### config.mk
export PLATFORM = sky130hd
export DESIGN_NAME = gdcr_mul
export DESIGN_NICKNAME = d
export VERILOG_FILES = /design/src/gdcr_mul.sv
export SDC_FILE = /design/constraint.sdc
export NUM_CORES = 2
export LEC_CHECK = 0
export ABC_AREA = 0
export BUFFER_PORTS_ARGS = -buffer_cell sky130_fd_sc_hd__buf_4
export CORE_UTILIZATION = 57
export CTS_CLUSTER_SIZE = 10
export DETAILED_ROUTE_END_ITERATION = 10
export HOLD_SLACK_MARGIN = 0.08
export PLACE_DENSITY = 0.75
export SYNTH_ARGS = -nofsm -noshare
export SYNTH_HDL_FRONTEND = slang
export SYNTH_SLANG_ARGS = --single-unit
### constraint.sdc
create_clock -name aclk -period 11.8 [get_ports aclk]
set_input_delay 2.36 -clock aclk [delete_from_list [all_inputs] [get_ports aclk]]
set_output_delay 2.36 -clock aclk [all_outputs]
set_load 0.02 [all_outputs]
### src/gdcr_mul.sv
// Registered signed multiplier shared by the ray and side-distance setup.
// Depends on nothing beyond its ports.
module gdcr_mul (
    input  logic               aclk,
    input  logic signed [19:0] a,
    input  logic signed [33:0] b,
    output logic signed [53:0] p
);
    logic signed [53:0] p_reg;

    always_ff @(posedge aclk) begin
        p_reg <= a * b;
    end

    assign p = p_reg;

endmodule

==> impl_metrics.tcl <==
set metrics [dict create \
    fin_crit_ps 9574 \
    dieWidth_um 210.8 \
    cts_buffer_depth 2 \
    netlist_top_cells_count "725 x inv_1, 672 x fa_1, 353 x and2_1" \
    synth-seq-cells 54 \
    rsz0062_at_grt "no" \
    dp_hpwl_mm 49.28 \
    fin_nets 3542 \
    post_cts_buffers 0 \
    num_vias 17605 \
    cts.sinks 54 \
    dieArea_um2 44430 \
    synth_fp_nets 3565 \
    fmaxAchievable_mhz 104.5 \
    grt_max_degree 35 \
    cts_resized 0 \
    worstPathCellList "buf_4 > inv_1 > buf_4 > nor2_1 > fa_1 > fa_1 > fa_1 > fa_1 > fa_1 > fa_1 > inv_1 > fa_1 > inv_1 > ha_1 > a21oi_1 > o21a_1 > nor2_1 > o311ai_2 > nand3_1 > o2111ai_1 > a21oi_1 > or3_1 > a21oi_1 > xnor2_1" \
    yosys.area.top_type_share 0.5414 \
    num_rows 76 \
    postRouteAntennaNets 0 \
    path_max_fanout 22 \
    met3_length_mm 5.650 \
    cts_buffers 5 \
    overflow 0 \
    ys.flop_type "dfxtp_1" \
    diodes 0 \
    timing.final.crit_share 0.8113 \
    synthTopCellsByArea "fa_1 54%, inv_1 11%, and2_1 8.9%, ha_1 6.8%, nand2_1 4.8%" \
    hold_class "input port to flip-flop" \
    avgSynthCellArea_um2 9.193 \
    grt.total_usage 0.3079 \
    cts-root-buf "clkbuf_16" \
    ys_types 50 \
    setup_violations 0 \
    m1WireLength_mm 23.83 \
    critPathKind "input port to flip-flop" \
    synth_warnings 0 \
    yosysTopAreaCell "fa_1" \
    seq_area_frac_synth 0.04350 \
    first_pass_iters 7 \
    crit_top_cell "fa_1" \
    io_pins 109 \
    crit_slowest_cell "inv_1" \
    numPortBuffers 108 \
    slew_headroom 0.08976 \
    worst_pin_slew_ps 1355 \
    largest_reg_flops 54 \
    place_ws_ps 1949 \
    outcome "finished clean" \
    drtIter0Drc 1146 \
    maxCapViolCount 0 \
    fin_ws_ps 2226 \
    initial_core_util 0.5769 \
    gp_congestion 0.9469 \
    max_stage_delay_ps 710 \
    htreeDepth 2 \
    drt-vias-per-instance 5.390 \
    crit_path_end_kind "flip-flop" \
    top_layer "met4" \
    cp.arrival_ps 9860 \
    syn_to_final_growth_pct 4.778 \
    routed_wl_mm 62.28 \
    netlist_instances 2703 \
    drive_above_1_share 0.04812 \
    antenna_found_initial 0 \
    final_max_slew_viol_count 0 \
    synthMostInstantiatedCell "inv_1" \
    critical_path.startpoint_type "input port" \
    synth-edff-count 0 \
    grt_first_pass_wirelength_mm 104.6 \
    chipHeight_um 210.8 \
    wl_per_cell_um 19.07 \
    cts_tree "built" \
    met2_length_mm 30.07 \
    clkTransAtPathRegs_ps 90 \
    drcViolationCount 0 \
    synth_area_um2 24850 \
    setup_tns_ps 0 \
    grt_pass1_vias 19916 \
    core_um2 43080 \
    synthArstFlopShare 0 \
    final_hold_viol_count 0 \
    holdBufCountCts 0 \
    cp.required_ps 12090 \
]
==> cells in the final DEF, fill, tap and decap left out, types with 8 or more instances in the layout <==
master,instances
o21ai_1,8
and2_1,353
nand2b_1,10
dfxtp_1,54
inv_1,725
nor2_1,50
nand2_1,319
nand3_1,13
buf_4,109
xnor2_1,46
a21o_1,27
o21ai_0,16
xor2_1,11
a21oi_1,50
ha_1,135
fa_1,672
==> worst max-delay path: cells and delay by family <==
kind                       cells  cell delay (ps)
adders and majority gates      8             3680
AOI/OAI and AO/OA              6             1560
buffers and inverters          5             1250
and+or+nand+nor                4              840
xor gates and xnor gates       1              130
==> area by class of cell <==
type / instances / area [um2]
clock buffer: 5 / 125.1
clock inverter: 3 / 28.78
fill: 3570 / 17040
inverter: 725 / 2721
multi-input combinational: 1785 / 20530
sequential: 54 / 1081
tap: 585 / 732.0
timing repair buffer: 109 / 818.3
==> cells by family (layout without fill, tap and decap cells) <==
logic type      Yosys count  in the layout  synth area share
fa+ha+maj               807            807            0.6094
compound gates          147            147           0.03917
xor+xnor                 57             57           0.02009
flops                    54             54           0.04350
simple gates            774            774            0.1574
buf+inv                 864            842            0.1305
==> through the flow <==
step / util / hold slack (ps) / area, um2 / cells
final: 0.6044 / 2400 / 26040 / 3266
after global routing: 0.6044 / 2407 / 26040 / 3266
after global placement: 0.6007 / 2753 / 25880 / 3258
after floorplan: - / 2482 / 24850 / 2703
after CTS: 0.6043 / 2364 / 26030 / 3266
after detailed placement: 0.6007 / 2746 / 25880 / 3258
==> per-layer routing <==
| metal | up-vias | GRT usage |
|---|---|---|
| li1 | 7588 | - |
| met1 | 9031 | 0.4001 |
| met2 | 799 | 0.5118 |
| met3 | 187 | 0.05888 |
| met4 | 0 | 0.1209 |
| met5 | - | 0 |
==> path summary, 6_finish.rpt <==
path                  start     to  slack [ps]  cells after the start
worst max-delay path  a[19]  p[53]        2230                     24
worst min-delay path   b[0]   p[0]        2400                      2
Power is not shown: default switching activity piles up to over one toggle a cycle in this logic, so the estimate is an artifact.
