===== config.mk =====
export PLATFORM = sky130hd
export DESIGN_NAME = gdcr_div
export DESIGN_NICKNAME = d
export VERILOG_FILES = /design/src/gdcr_pkg.sv /design/src/gdcr_div.sv
export SDC_FILE = /design/constraint.sdc
export NUM_CORES = 1
export LEC_CHECK = 0
export ABC_AREA = 1
export BUFFER_PORTS_ARGS = -buffer_cell sky130_fd_sc_hd__buf_2
export CORE_MARGIN = 2
export CORE_UTILIZATION = 40
export DETAILED_ROUTE_END_ITERATION = 8
export PLACE_DENSITY = 0.6
export SKIP_LAST_GASP = 1
export SYNTH_ARGS = -nofsm -noshare
export SYNTH_HDL_FRONTEND = slang
export SYNTH_SLANG_ARGS = --single-unit

===== constraint.sdc =====
create_clock -name aclk -period 2.8 [get_ports aclk]
set_input_delay 0.56 -clock aclk [delete_from_list [all_inputs] [get_ports aclk]]
set_output_delay 0.56 -clock aclk [all_outputs]
set_load 0.03 [all_outputs]

===== src/gdcr_pkg.sv =====
// Shared types and constants of the column raycaster.
// No dependencies; imported by every module of the block but gdcr_mul.
package gdcr_pkg;

    localparam int FRAC_BITS  = 16;
    localparam int SCREEN_W   = 640;
    localparam int SCREEN_H   = 480;
    localparam int MAP_DIM    = 64;
    localparam int MAP_AW     = 6;
    localparam int DIV_W      = 40;
    localparam int DVS_W      = 24;
    localparam int WALK_LIMIT = 2 * (MAP_DIM + (1 << (22 - FRAC_BITS))) + 4;

    typedef logic [2:0] tile_t;
    localparam tile_t TILE_WALL   = 3'd1;
    localparam tile_t TILE_CLOSED = 3'd2;
    localparam tile_t TILE_VOID   = 3'd4;

    localparam logic [2:0] CFG_POS_X   = 3'd0;
    localparam logic [2:0] CFG_POS_Y   = 3'd1;
    localparam logic [2:0] CFG_DIR_X   = 3'd2;
    localparam logic [2:0] CFG_DIR_Y   = 3'd3;
    localparam logic [2:0] CFG_PLANE_X = 3'd4;
    localparam logic [2:0] CFG_PLANE_Y = 3'd5;
    localparam logic [2:0] CFG_ROWS    = 3'd6;
    localparam logic [2:0] CFG_COLS    = 3'd7;

    localparam logic [31:0] SIDE_INF = 32'hFFFF_FFFF;
    localparam logic [31:0] SIDE_CAP = 32'hFFFF_FFFE;

    typedef struct packed {
        logic               start;
        logic [DIV_W-1:0]   dividend;
        logic [DVS_W-1:0]   divisor;
    } div_req_t;

endpackage


===== src/gdcr_div.sv =====
// Restoring divider, one quotient bit per cycle, DIV_W quotient bits per division.
// Depends on gdcr_pkg for widths and the request struct.
module gdcr_div (
    input  logic                          aclk,
    input  logic                          aresetn,
    input  gdcr_pkg::div_req_t            req,
    output logic                          done,
    output logic [gdcr_pkg::DIV_W-1:0]    quotient
);
    import gdcr_pkg::*;

    logic               busy_reg;
    logic               done_reg;
    logic [5:0]         cnt_reg;
    logic [DVS_W-1:0]   rem_reg;
    logic [DIV_W-1:0]   quo_reg;
    logic [DVS_W-1:0]   dvs_reg;
    logic [DVS_W:0]     trial;
    logic [DVS_W:0]     diff;
    logic               ge;

    always_comb begin
        trial = {rem_reg, quo_reg[DIV_W-1]};
        ge    = trial >= {1'b0, dvs_reg};
        diff  = trial - {1'b0, dvs_reg};
    end

    always_ff @(posedge aclk) begin
        if (!aresetn) begin
            busy_reg <= 1'b0;
            done_reg <= 1'b0;
            cnt_reg  <= '0;
        end else begin
            done_reg <= 1'b0;
            if (req.start) begin
                busy_reg <= 1'b1;
                cnt_reg  <= '0;
            end else if (busy_reg) begin
                cnt_reg <= cnt_reg + 6'd1;
                if (cnt_reg == 6'(DIV_W - 1)) begin
                    busy_reg <= 1'b0;
                    done_reg <= 1'b1;
                end
            end
        end
    end

    always_ff @(posedge aclk) begin
        if (req.start) begin
            rem_reg <= '0;
            quo_reg <= req.dividend;
            dvs_reg <= req.divisor;
        end else if (busy_reg) begin
            rem_reg <= ge ? diff[DVS_W-1:0] : trial[DVS_W-1:0];
            quo_reg <= {quo_reg[DIV_W-2:0], ge};
        end
    end

    assign done     = done_reg;
    assign quotient = quo_reg;

endmodule


==> results.yml <==
run_status:
  status: "completed"
global_route:
  grt_pass1_vias: 5038
  grt_pass1_wl_um: 24200
  grt_use_total_pct: 18.7
  antenna_found_initial: 0
  use_met1_pct: 25.5
  grt-busiest-layer: "met2"
  met3_usage_pct: 6.12
  grt_max_degree: 42
  gr-total-overflow: 0
  gr-usage-met2_pct: 29.3
critical_path:
  start_kind: "flip-flop"
  ff2ff_path_depth: 13
  cp_common_cell: "nand2_1"
  end_kind: "flip-flop"
  max_stage_delay_ns: 0.39
  critical_path.max_fanout: 26
  worstPathArrival_ns: 2.54
  critPathKind: "reg -> reg"
  crit_slowest_cell: "nor2_8"
  crit_required_ns: 3.08
  crit_chain: "inv_1 > ha_1 > nand2_1 > nor2_2 > nand2_1 > nor2_1 > nand2_1 > nand3_2 > nor2_8 > nand2_8 > nand2_1 > nand3_1 > o21ai_0"
sta:
  rsz0062_at_grt: "false"
  slew_headroom_pct: 69.7
  tns_ns: 0
  fin_skew_ns: 0.0120
  tightestPinTransition_ns: 0.454
  hold_ws_ns: 0.373
  finalSetupViolCount: 0
  final.setup.worst_slack_ns: 0.539
  period_share_pct: 80.7
  fmax_ghz: 0.442
  slew_violations: 0
  min_period_ns: 2.26
  hold_viol_final: 0
logic_synthesis:
  yosys-mux-area-fraction_pct: 0
  ys.flop_type: "edfxtp_1"
  syn_inst: 784
  synth-compound-area-share_pct: 3.78
  synth_top_family_by_area: "simple AND/OR/NAND/NOR gates"
  synth-edff-count: 64
  synthesis.area_um2: 5850
  synth_adder_area_share_pct: 5.68
  syn_avg_cell_area_um2: 7.47
  yosysSeqAreaShare_pct: 43.8
  ys_seq_elements: 96
  ys_types: 39
  synth-simple-area-share_pct: 35.6
  synth_nets: 877
  synth_xor_area_share_pct: 1.35
  async_flop_share_pct: 0
  yosysWarnings: 0
cells_and_area:
  largest_reg_flops: 40
  design_area_um2: 6910
  syn_to_final_growth_pct: 18.0
  layout.cells.non_filler: 1079
  drive_above_1_share_pct: 17.9
  final_nets: 983
  fin_util_pct: 47.9
  antenna_cells: 0
cts:
  htreeDepth: 3
  clock_path_buffers: 2
  path_clk_slew_ns: 0.08
  clk_latency_ns: 0.36
  cts_tree: "done"
  cts_sinks: 96
  cts-buffers-inserted: 9
  cts_resized: 0
  post_cts_buffers: 0
  root_buffer: "clkbuf_16"
  ctsHoldBuffers: 0
placed_design:
  placed_area_um2: 6570
  place_congestion: 0.944
  dp.cells: 1063
  preCtsSetupSlack_ns: 0.524
  dpl.hpwl_um: 10500
  port_buffers: 107
route:
  ant_nets: 0
  drt-total-wl_um: 14000
  vias: 5035
  route.detailed.wl_per_inst_um: 12.9
  vias_per_cell: 4.67
  drt-pass1-iter-count: 4
  drc: 0
  drtIter0Drc: 273
die:
  start_util_pct: 40.6
  coreArea_um2: 14400
  rows: 44
  die_y_um: 125
  die_w_um: 125
  die_area_um2: 15600
  ios: 108
flow_run:
  cap_violations: 0
power:
  power_leakage_nw: 3.60
  power_mw: 3.60
  irDropWorstVdd_mv: 0.546
  power_density_nw_per_um2: 522
hold_path:
  hold_depth: 1
  hp-class: "in -> reg"
[where the power goes]
group | switching [mW] | internal [mW] | leakage [nW]
combinational | 0.366 | 0.168 | 2.54
sequential | 0.0467 | 1.62 | 0.904
clock | 0.598 | 0.803 | 0.163
total | 1.01 | 2.59 | 3.60
[worst max-delay path, delay by kind of cell, from the launching register on]
family | cells | cell delay (ns)
AND/OR/NAND/NOR | 10 | 1.38
flip-flops | 1 | 0.36
adder cells (fa/ha/maj) | 1 | 0.28
AO/OA/AOI/OAI | 1 | 0.08
buffers and inverters | 1 | 0.07
[cell families after synthesis]
logic type	count (synthesis)
buffers and inverters	143
AND/OR/NAND/NOR	469
flip-flops	96
AO/OA/AOI/OAI	41
XOR/XNOR	9
adder cells (fa/ha/maj)	26
[cells in the final DEF (no fill, tap or decap), types with 2 or more instances in the layout]
master and instances:
nand2_1 318, inv_1 121, buf_2 107, edfxtp_1 64, nand3_1 61, nor2_1 36
dfxtp_1 32, ha_1 25, a21oi_1 17, nand3b_1 9, o21ai_0 9, nand4_1 9
o21ai_1 9, clkbuf_16 9, nand3_2 8, xnor2_1 8, nand2_2 7, buf_4 6
nor2_2 4, nor3_1 4, inv_6 4, nor3b_1 3, inv_2 2, nor2_4 2
a21oi_2 2, and2_1 2, bufinv_16 2
[layer usage]
| layer | part of all wire (%) | up-vias | routed length, µm |
|---|---|---|---|
| met5 | 0 | - | 0 |
| met4 | 1.3 | 0 | 185 |
| met3 | 6.8 | 15 | 952 |
| met2 | 43 | 134 | 5980 |
| met1 | 49 | 2210 | 6840 |
| li1 | - | 2676 | - |
[cell usage after synthesis (2+ instances only)]
cell type / count / area share (%)
clkbuf_1: 11 / 0.71
nor2_1: 36 / 2.3
nor2_2: 4 / 0.43
nand2_2: 7 / 0.75
nor3b_1: 3 / 0.38
ha_1: 25 / 5.3
nand3_1: 61 / 5.2
o21ai_0: 9 / 0.77
nand4_1: 9 / 0.96
nor3_1: 4 / 0.34
buf_2: 2 / 0.17
a21oi_1: 17 / 1.5
nor2_4: 2 / 0.38
a21oi_2: 2 / 0.30
buf_4: 2 / 0.26
buf_6: 4 / 0.77
o21ai_1: 9 / 0.77
nand3b_1: 9 / 1.2
nand2_1: 318 / 20
dfxtp_1: 32 / 11
nand3_2: 8 / 1.4
edfxtp_1: 64 / 33
and2_1: 2 / 0.21
xnor2_1: 8 / 1.2
inv_1: 122 / 7.8
[final cells by class]
type	count	area [µm²]
clock buffer	9	225
clock inverter	7	106
fill	1500	7520
inverter	124	465
multi-input combinational	545	2720
sequential	96	2560
tap	184	230
timing repair buffer	114	601
[path summary, 6_finish.rpt]
| kind | startpoint | end | slack (ns) |
|---|---|---|---|
| worst max-delay path | dvs_reg[10] | rem_reg[3] | 0.54 |
| worst min-delay path | req[14] | dvs_reg[14] | 0.37 |
| worst min register to register | rem_reg[13] | rem_reg[13] | 0.47 |
| worst max register to register | dvs_reg[10] | rem_reg[3] | 0.54 |
Note: power is estimated with default switching activity, not from simulation.
